File: src/hw/rtl/ffea_pkg.sv
package ffea_pkg;

  typedef struct packed {
    logic [1:0]  action;
    logic [31:0] file_key;
    logic [15:0] alloc_length;
  } req_t;

  typedef struct packed {
    logic [1:0]  status;
    logic [15:0] alloc_start;
    logic [7:0]  entry_total;
  } rsp_t;

  typedef struct packed {
    logic [31:0] key;
    logic [15:0] start;
    logic [15:0] length;
  } entry_t;

  localparam logic [1:0] ACT_CREATE = 2'd0;
  localparam logic [1:0] ACT_DELETE = 2'd1;
  localparam logic [1:0] ACT_FORMAT = 2'd2;

  localparam logic [1:0] STAT_OK        = 2'd0;
  localparam logic [1:0] STAT_FULL      = 2'd1;
  localparam logic [1:0] STAT_NO_SPACE  = 2'd2;
  localparam logic [1:0] STAT_NOT_FOUND = 2'd3;

  localparam logic [15:0] CAPACITY_RESET = 16'd1000;

endpackage

File: src/hw/rtl/ffea_cell.sv
module ffea_cell (
  input  logic             clk,
  input  logic             shift,
  input  ffea_pkg::entry_t d,
  output ffea_pkg::entry_t q
);

  always_ff @(posedge clk) begin
    if (shift) begin
      q <= d;
    end
  end

endmodule

File: src/hw/rtl/first_fit_extent_allocator.sv
// Channel   Direction  Handshake              Beat
// req       in         req_valid / req_stall  action, file_key, alloc_length
// rsp       out        rsp_valid / rsp_stall  status, alloc_start, entry_total
// cfg       in         cfg_we                 cfg_wdata = space_capacity
//
// Create and delete rotate the table once through the chain of cells, one entry per
// cycle past the head, where the search, insert or removal is done. Format, an unused
// action and a create on a full table skip the pass and go straight to the result.
// A new beat is accepted while a result still waits on rsp. Reset leaves an empty table
// and a capacity of 1000; there is no clearing pass. A stalled result holds the next
// result in its finish state until the beat is taken.
module first_fit_extent_allocator #(
  parameter int MAX_ENTRIES = 128
) (
  input  logic           clk,
  input  logic           rst,
  input  logic           req_valid,
  output logic           req_stall,
  input  ffea_pkg::req_t req,
  output logic           rsp_valid,
  input  logic           rsp_stall,
  output ffea_pkg::rsp_t rsp,
  input  logic           cfg_we,
  input  logic [15:0]    cfg_wdata
);

  localparam int IW = $clog2(MAX_ENTRIES);
  localparam int CW = $clog2(MAX_ENTRIES + 1);

  localparam logic [1:0] S_IDLE   = 2'd0;
  localparam logic [1:0] S_PASS   = 2'd1;
  localparam logic [1:0] S_FINISH = 2'd2;

  logic [1:0]       state;
  logic [IW-1:0]    t;
  logic [CW-1:0]    count;
  logic [15:0]      capacity;
  ffea_pkg::req_t   cur;
  logic [16:0]      pos;
  logic             found;
  logic             ins;
  logic             matched;
  ffea_pkg::entry_t hold;
  logic [1:0]       res_status;
  logic [15:0]      res_start;

  logic [16:0]      pos_next;
  logic             found_next;
  logic             ins_next;
  logic             matched_next;
  ffea_pkg::entry_t hold_next;
  logic [15:0]      start_next;

  ffea_pkg::entry_t cell_q [MAX_ENTRIES];
  ffea_pkg::entry_t tail;
  ffea_pkg::entry_t head;
  ffea_pkg::entry_t nxt;
  ffea_pkg::entry_t new_ent;
  logic             live;
  logic [17:0]      need;
  logic             last;

  genvar k;
  generate
    for (k = 0; k < MAX_ENTRIES; k++) begin : g_cell
      if (k == MAX_ENTRIES - 1) begin : g_tail
        ffea_cell u_cell (.clk(clk), .shift(state == S_PASS), .d(tail), .q(cell_q[k]));
      end else begin : g_mid
        ffea_cell u_cell (.clk(clk), .shift(state == S_PASS), .d(cell_q[k+1]),
                          .q(cell_q[k]));
      end
    end
  endgenerate

  assign head      = cell_q[0];
  assign nxt       = cell_q[1];
  assign live      = CW'(t) < count;
  assign need      = 18'(pos) + 18'(cur.alloc_length);
  assign last      = t == IW'(MAX_ENTRIES - 1);
  assign req_stall = state != S_IDLE;

  always_comb begin
    new_ent.key    = cur.file_key;
    new_ent.start  = pos[15:0];
    new_ent.length = cur.alloc_length;
    tail         = head;
    pos_next     = pos;
    found_next   = found;
    ins_next     = ins;
    matched_next = matched;
    hold_next    = hold;
    start_next   = res_start;
    case (cur.action)
      ffea_pkg::ACT_CREATE: begin
        if (ins) begin
          tail      = hold;
          hold_next = head;
        end else if (!found) begin
          if (!live || 18'(head.start) >= need) begin
            found_next = 1'b1;
            if (need <= 18'(capacity)) begin
              tail       = new_ent;
              ins_next   = 1'b1;
              hold_next  = head;
              start_next = pos[15:0];
            end
          end else begin
            pos_next = 17'(head.start) + 17'(head.length);
          end
        end
      end
      ffea_pkg::ACT_DELETE: begin
        if (matched) begin
          tail = nxt;
        end else if (live && head.key == cur.file_key) begin
          matched_next = 1'b1;
          tail         = nxt;
        end
      end
      default: begin
      end
    endcase
  end

  always_ff @(posedge clk) begin
    if (rst) begin
      state     <= S_IDLE;
      t         <= '0;
      count     <= '0;
      capacity  <= ffea_pkg::CAPACITY_RESET;
      rsp_valid <= 1'b0;
    end else begin
      if (cfg_we) begin
        capacity <= cfg_wdata;
      end
      if (rsp_valid && !rsp_stall && state != S_FINISH) begin
        rsp_valid <= 1'b0;
      end
      case (state)
        S_IDLE: begin
          if (req_valid) begin
            cur        <= req;
            t          <= '0;
            pos        <= '0;
            found      <= 1'b0;
            ins        <= 1'b0;
            matched    <= 1'b0;
            res_start  <= '0;
            res_status <= ffea_pkg::STAT_OK;
            case (req.action)
              ffea_pkg::ACT_CREATE: begin
                if (count >= CW'(MAX_ENTRIES)) begin
                  res_status <= ffea_pkg::STAT_FULL;
                  state      <= S_FINISH;
                end else begin
                  state <= S_PASS;
                end
              end
              ffea_pkg::ACT_DELETE: begin
                state <= S_PASS;
              end
              ffea_pkg::ACT_FORMAT: begin
                count <= '0;
                state <= S_FINISH;
              end
              default: begin
                state <= S_FINISH;
              end
            endcase
          end
        end
        S_PASS: begin
          pos       <= pos_next;
          found     <= found_next;
          ins       <= ins_next;
          matched   <= matched_next;
          hold      <= hold_next;
          res_start <= start_next;
          if (last) begin
            t     <= '0;
            state <= S_FINISH;
            if (cur.action == ffea_pkg::ACT_CREATE) begin
              if (ins_next) begin
                count <= count + CW'(1);
              end else begin
                res_status <= ffea_pkg::STAT_NO_SPACE;
              end
            end else begin
              if (matched_next) begin
                count <= count - CW'(1);
              end else begin
                res_status <= ffea_pkg::STAT_NOT_FOUND;
              end
            end
          end else begin
            t <= t + IW'(1);
          end
        end
        S_FINISH: begin
          if (!rsp_valid || !rsp_stall) begin
            rsp.status      <= res_status;
            rsp.alloc_start <= res_start;
            rsp.entry_total <= 8'(count);
            rsp_valid       <= 1'b1;
            state           <= S_IDLE;
          end
        end
        default: begin
          state <= S_IDLE;
        end
      endcase
    end
  end

`ifndef NO_ASSERTIONS
  a_count_bound: assert property (@(posedge clk) disable iff (rst)
    count <= CW'(MAX_ENTRIES))
    else $error("extent count exceeds table size");

  a_idx_idle: assert property (@(posedge clk) disable iff (rst)
    state != S_PASS |-> t == '0)
    else $error("rotation index not at zero outside a pass");

  a_fit: assert property (@(posedge clk) disable iff (rst)
    state == S_FINISH && cur.action == ffea_pkg::ACT_CREATE &&
    res_status == ffea_pkg::STAT_OK |->
    18'(res_start) + 18'(cur.alloc_length) <= 18'(capacity))
    else $error("created extent runs past capacity");

  a_pass_len: assert property (@(posedge clk) disable iff (rst)
    state == S_PASS && last |=> state == S_FINISH)
    else $error("pass did not end after a full rotation");
`endif

endmodule
File: config.mk
export PLATFORM = sky130hd
export DESIGN_NAME = first_fit_extent_allocator
export DESIGN_NICKNAME = d
export VERILOG_FILES = /design/src/hw/rtl/ffea_pkg.sv /design/src/hw/rtl/ffea_cell.sv /design/src/hw/rtl/first_fit_extent_allocator.sv
export SDC_FILE = /design/constraint.sdc
export NUM_CORES = 2
export LEC_CHECK = 0
export BUFFER_PORTS_ARGS = -buffer_cell sky130_fd_sc_hd__buf_2
export CAP_MARGIN = 20
export CORE_AREA = 3 3 931 933
export DETAILED_ROUTE_END_ITERATION = 6
export DIE_AREA = 0 0 934 936
export PLACE_DENSITY_LB_ADDON = 0.08
export RECOVER_POWER = 25
export SETUP_SLACK_MARGIN = 0.2
export SLEW_MARGIN = 10
export SYNTH_ARGS = -nofsm -noshare
export SYNTH_HDL_FRONTEND = slang
export SYNTH_HIERARCHICAL = 1
export SYNTH_SLANG_ARGS = --single-unit
File: constraint.sdc
create_clock -name clk -period 479.2 [get_ports clk]
set_input_delay 23.96 -clock clk [delete_from_list [all_inputs] [get_ports clk]]
set_output_delay 23.96 -clock clk [all_outputs]
set_load 0.05 [all_outputs]
==> summary.md <==
| Metric | Value |
|---|---|
| Result of the run | finished, final reports clean |
| Overflow left after global routing | 0 |
| Max-slew headroom | 20.90% |
| Max frequency | 38.54 MHz |
| Reported net switching power | 0.3296 mW |
| Pin count of the biggest net entering global routing | 205 |
| Chain of cells forming the critical path | or2_2 -> buf_2 |
| Largest stage delay, worst path | 0.36 ns |
| Synth Register Bits | 8,404 |
| Cell types with the largest area share after synthesis | sky130_fd_sc_hd__edfxtp_1, sky130_fd_sc_hd__ha_1, sky130_fd_sc_hd__dfxtp_1 |
| Final weighted congestion of routability-driven global placement | 0.7048 |
| Fraction of final layout cells with drive strength greater than 1 | 13.48% |
| Starting DRT DRC Count | 7,192 |
| Areal power density over the cells | 5.265 nW/um^2 |
| PnR Total Power | 1.590 mW |
| Area inside the core boundary | 860,100 um^2 |
| Number of antenna violations at the first check in global routing | 16 |
| Horizontal extent of the die | 934 um |
| Global-route wire length before repair | 595,300 um |
| Sequential Power Share | 55.7% |
| Net count, final | 10,400 |
| H-tree lvl count | 6 |
| Area enclosed by the die boundary | 874,200 um^2 |
| Met1 Use GR | 12.88% |
| Gate count of the mapped netlist | 9,166 |
| Final WS setup | 453.25 ns |
| Type of the worst setup path | reg -> out |
| Asr flop ratio synth | 0% |
| Max FO, Critical Path | 7 |
| GRT Overall Usage | 8.505% |
| Overall routed net length | 383,200 um |
| Crit path time final | 25.95 ns |
| Switch share | 20.72% |
| DRC violations left | 0 |
| Standby leakage power | 94.78 nW |
| Sequential element share of the synthesized area | 97.86% |
| Cell area after synthesis | 257,500 um^2 |
| Final Max Tran Viols | 0 |
| Critical Path End Type | output pin |
| Combinational cell fraction of total power | 2.3% |
| Synthesized netlist net count | 9,317 |
| Post-CTS repair timing setup buffer count | 0 |
| Hold slack final | 0.3574 ns |
| Number of I/O port buffers | 98 |
| Startpoint class of the critical path | flop |
| Relative contribution of the clock network to total power | 41.9% |
| Number of detailed-routing iterations run before antenna repair | 5 |
| Worst endpoint data arrival time | 1.99 ns |
| Period utilisation layout | 5.415% |
| Number of routed nets with antenna violations | 0 |
| Routed length per placed instance | 17.04 um |
| Die Height | 936 um |
| Worst-case clock skew | 0.09384 ns |
| Total number of placement rows | 341 |
| Largest area contributor in the netlist | sky130_fd_sc_hd__edfxtp_1 |
| Via count of the routed design | 88,830 |
| Global routing usage on met3 | 1.958% |
| Average instance area after synthesis | 28.10 um^2 |
| Fraction of met2 tracks used by global routing | 12.01% |
| Most instantiated flip-flop cell in the synthesis netlist | sky130_fd_sc_hd__edfxtp_1 |
| Internal power of the cells | 1.261 mW |
| Worst min path class | reg -> reg |
| Number of enable flip-flop cells after synthesis | 8,370 |
| Yosys top cell area share | 97.60% |
| TritonCTS Buffers | 893 |
| Peak supply drop | 0.000004213 V |
| Slowest library cell on the worst path | sky130_fd_sc_hd__dfxtp_1 |
| Synth cell count leaders | sky130_fd_sc_hd__edfxtp_1, sky130_fd_sc_hd__ha_1, sky130_fd_sc_hd__nor2_1, sky130_fd_sc_hd__a221o_1, sky130_fd_sc_hd__a22o_1 |
| Num ports | 99 |
| Number of gates resized after CTS | 0 |
| Highest-utilization routing layer at the global route stage | met1 |
| Count leader, synth | sky130_fd_sc_hd__edfxtp_1 |
| Setup repair after global routing missed its margin | false |
| Number of fillers in the final layout | 78,300 |
| Clk pin slew, worst setup/hold paths | 0.06 ns |
| DPL Wire Length | 176,200 um |
| Number of maximum-capacitance violations | 0 |
| Final setup vio count | 0 |
| Via count of the first global-routing pass | 93,820 |
| Clock tree from TritonCTS | built |
| Transition time at the pin with the least slew margin | 1.186 ns |
| Clk sinks | 8,404 |
| Clock Root Buffer | sky130_fd_sc_hd__clkbuf_16 |
| Worst path required time | 455.24 ns |
| Number of hold buffers added after cts | 0 |
| Starting density of the core | 29.94% |
| Area delta synth->final | 17.30% |
| Number of failing hold endpoints at the final stage | 0 |
| Core occupancy in the finished layout | 35.12% |
| Unique masters post-synth | 65 |
| Warnings, synthesis | 6 |
| Via/cell ratio | 3.949 |
| Maximum number of buffers from clock root to sink | 4 |
| Final total negative setup slack | 0 ns |
| Clock latency reported for the late side of the worst-skew pair | 1.13 ns |
| Worst slack at placement | 452.22 ns |
-- cells in the final DEF (no fill, tap or decap), types with 34 or more instances in the layout --
| cell type | Yosys | final |
|---|---|---|
| sky130_fd_sc_hd__edfxtp_1 | 8370 | 8370 |
| sky130_fd_sc_hd__clkbuf_16 | 0 | 902 |
| sky130_fd_sc_hd__clkinv_1 | 1 | 229 |
| sky130_fd_sc_hd__clkbuf_1 | 30 | 195 |
| sky130_fd_sc_hd__clkinv_2 | 0 | 163 |
| sky130_fd_sc_hd__buf_4 | 4 | 113 |
| sky130_fd_sc_hd__buf_2 | 4 | 98 |
| sky130_fd_sc_hd__ha_1 | 77 | 77 |
| sky130_fd_sc_hd__bufinv_16 | 0 | 72 |
| sky130_fd_sc_hd__nor2_1 | 61 | 59 |
| sky130_fd_sc_hd__a22o_1 | 57 | 57 |
| sky130_fd_sc_hd__a221o_1 | 57 | 57 |
| sky130_fd_sc_hd__inv_1 | 56 | 56 |
| sky130_fd_sc_hd__xor2_1 | 46 | 42 |
| sky130_fd_sc_hd__a21oi_1 | 36 | 36 |
| sky130_fd_sc_hd__nand2_1 | 36 | 36 |
| sky130_fd_sc_hd__dfxtp_1 | 34 | 34 |
-- cell type report --
cell class / count / area, um^2 / share of cell area [%]
sequential: 8404 / 252000 / 83.43
inverter: 58 / 225.2 / 0.07456
clock buffer: 1097 / 23300 / 7.714
antenna: 4 / 10.01 / 0.003314
timing repair buffer: 231 / 1792 / 0.5931
multi-input combinational: 660 / 5186 / 1.717
clock inverter: 553 / 5161 / 1.709
tap: 11490 / 14380 / 4.759
-- flip-flops by register name, indices dropped and copies added (netlist names) --
| register | count |
|---|---|
| g_cell.g_mid.u_cell/q | 8128 |
| g_cell.g_tail.u_cell/q | 64 |
| hold | 64 |
| cur | 50 |
| rsp | 26 |
| pos | 17 |
| capacity | 16 |
| res_start | 16 |
| count | 8 |
| t | 7 |
| res_status | 2 |
| state | 2 |
| found | 1 |
| ins | 1 |
| matched | 1 |
| rsp_valid | 1 |
-- worst paths after layout --
path	startpoint	to	slack, ns	cells past startpoint
setup / recovery	state[0]$_SDFFE_PP0P_	req_stall	453.25	2
hold / removal	g_cell[75].g_mid.u_cell/q[55]$_DFFE_PP_	g_cell[74].g_mid.u_cell/q[55]$_DFFE_PP_	0.36	0
setup reg to reg	state[0]$_SDFFE_PP0P_	g_cell[50].g_mid.u_cell/q[10]$_DFFE_PP_	469.72	13
hold reg to reg	g_cell[75].g_mid.u_cell/q[55]$_DFFE_PP_	g_cell[74].g_mid.u_cell/q[55]$_DFFE_PP_	0.36	0
-- power by group through the flow --
stage / combinational (mW) / sequential (mW) / clock [mW]
2_1_floorplan: 0.0246 / 1.54 / 0
3_3_place_gp: 0.0369 / 0.903 / 0
3_5_place_dp: 0.0390 / 0.901 / 0
4_1_cts: 0.0385 / 0.888 / 0.698
5_1_grt: 0.0417 / 0.891 / 0.729
6_report: 0.0371 / 0.886 / 0.667
-- metrics by stage --
step / instances / instance area [um^2]
after floorplan: 9166 / 257500
after global placement: 20840 / 273400
after detailed placement: 20840 / 273400
after CTS: 22490 / 301900
after global routing: 22500 / 302100
final: 22500 / 302100
-- layer usage --
metal  part of all wire, %  vias up
met3                   4.7      986
met1                    50    46640
met4                   3.3        4
met5                0.0070        -
met2                    43     1437
li1                      -    39770
-- critical path, delay by kind of cell (launching register included) --
kind / cells / cell delay, ns
DFF: 1 / 0.36
and+or+nand+nor: 1 / 0.32
buffers and inverters: 1 / 0.22
-- cell families after synthesis --
kind of cell               share of synthesized area (%)
adders and majority gates                         0.3974
and+or+nand+nor                                   0.4309
xor gates and xnor gates                          0.2211
DFF                                                97.86
buffers and inverters                             0.1652
AOI/OAI and AO/OA                                 0.8322
muxes                                            0.09377
(Power assumes the default switching activity.)
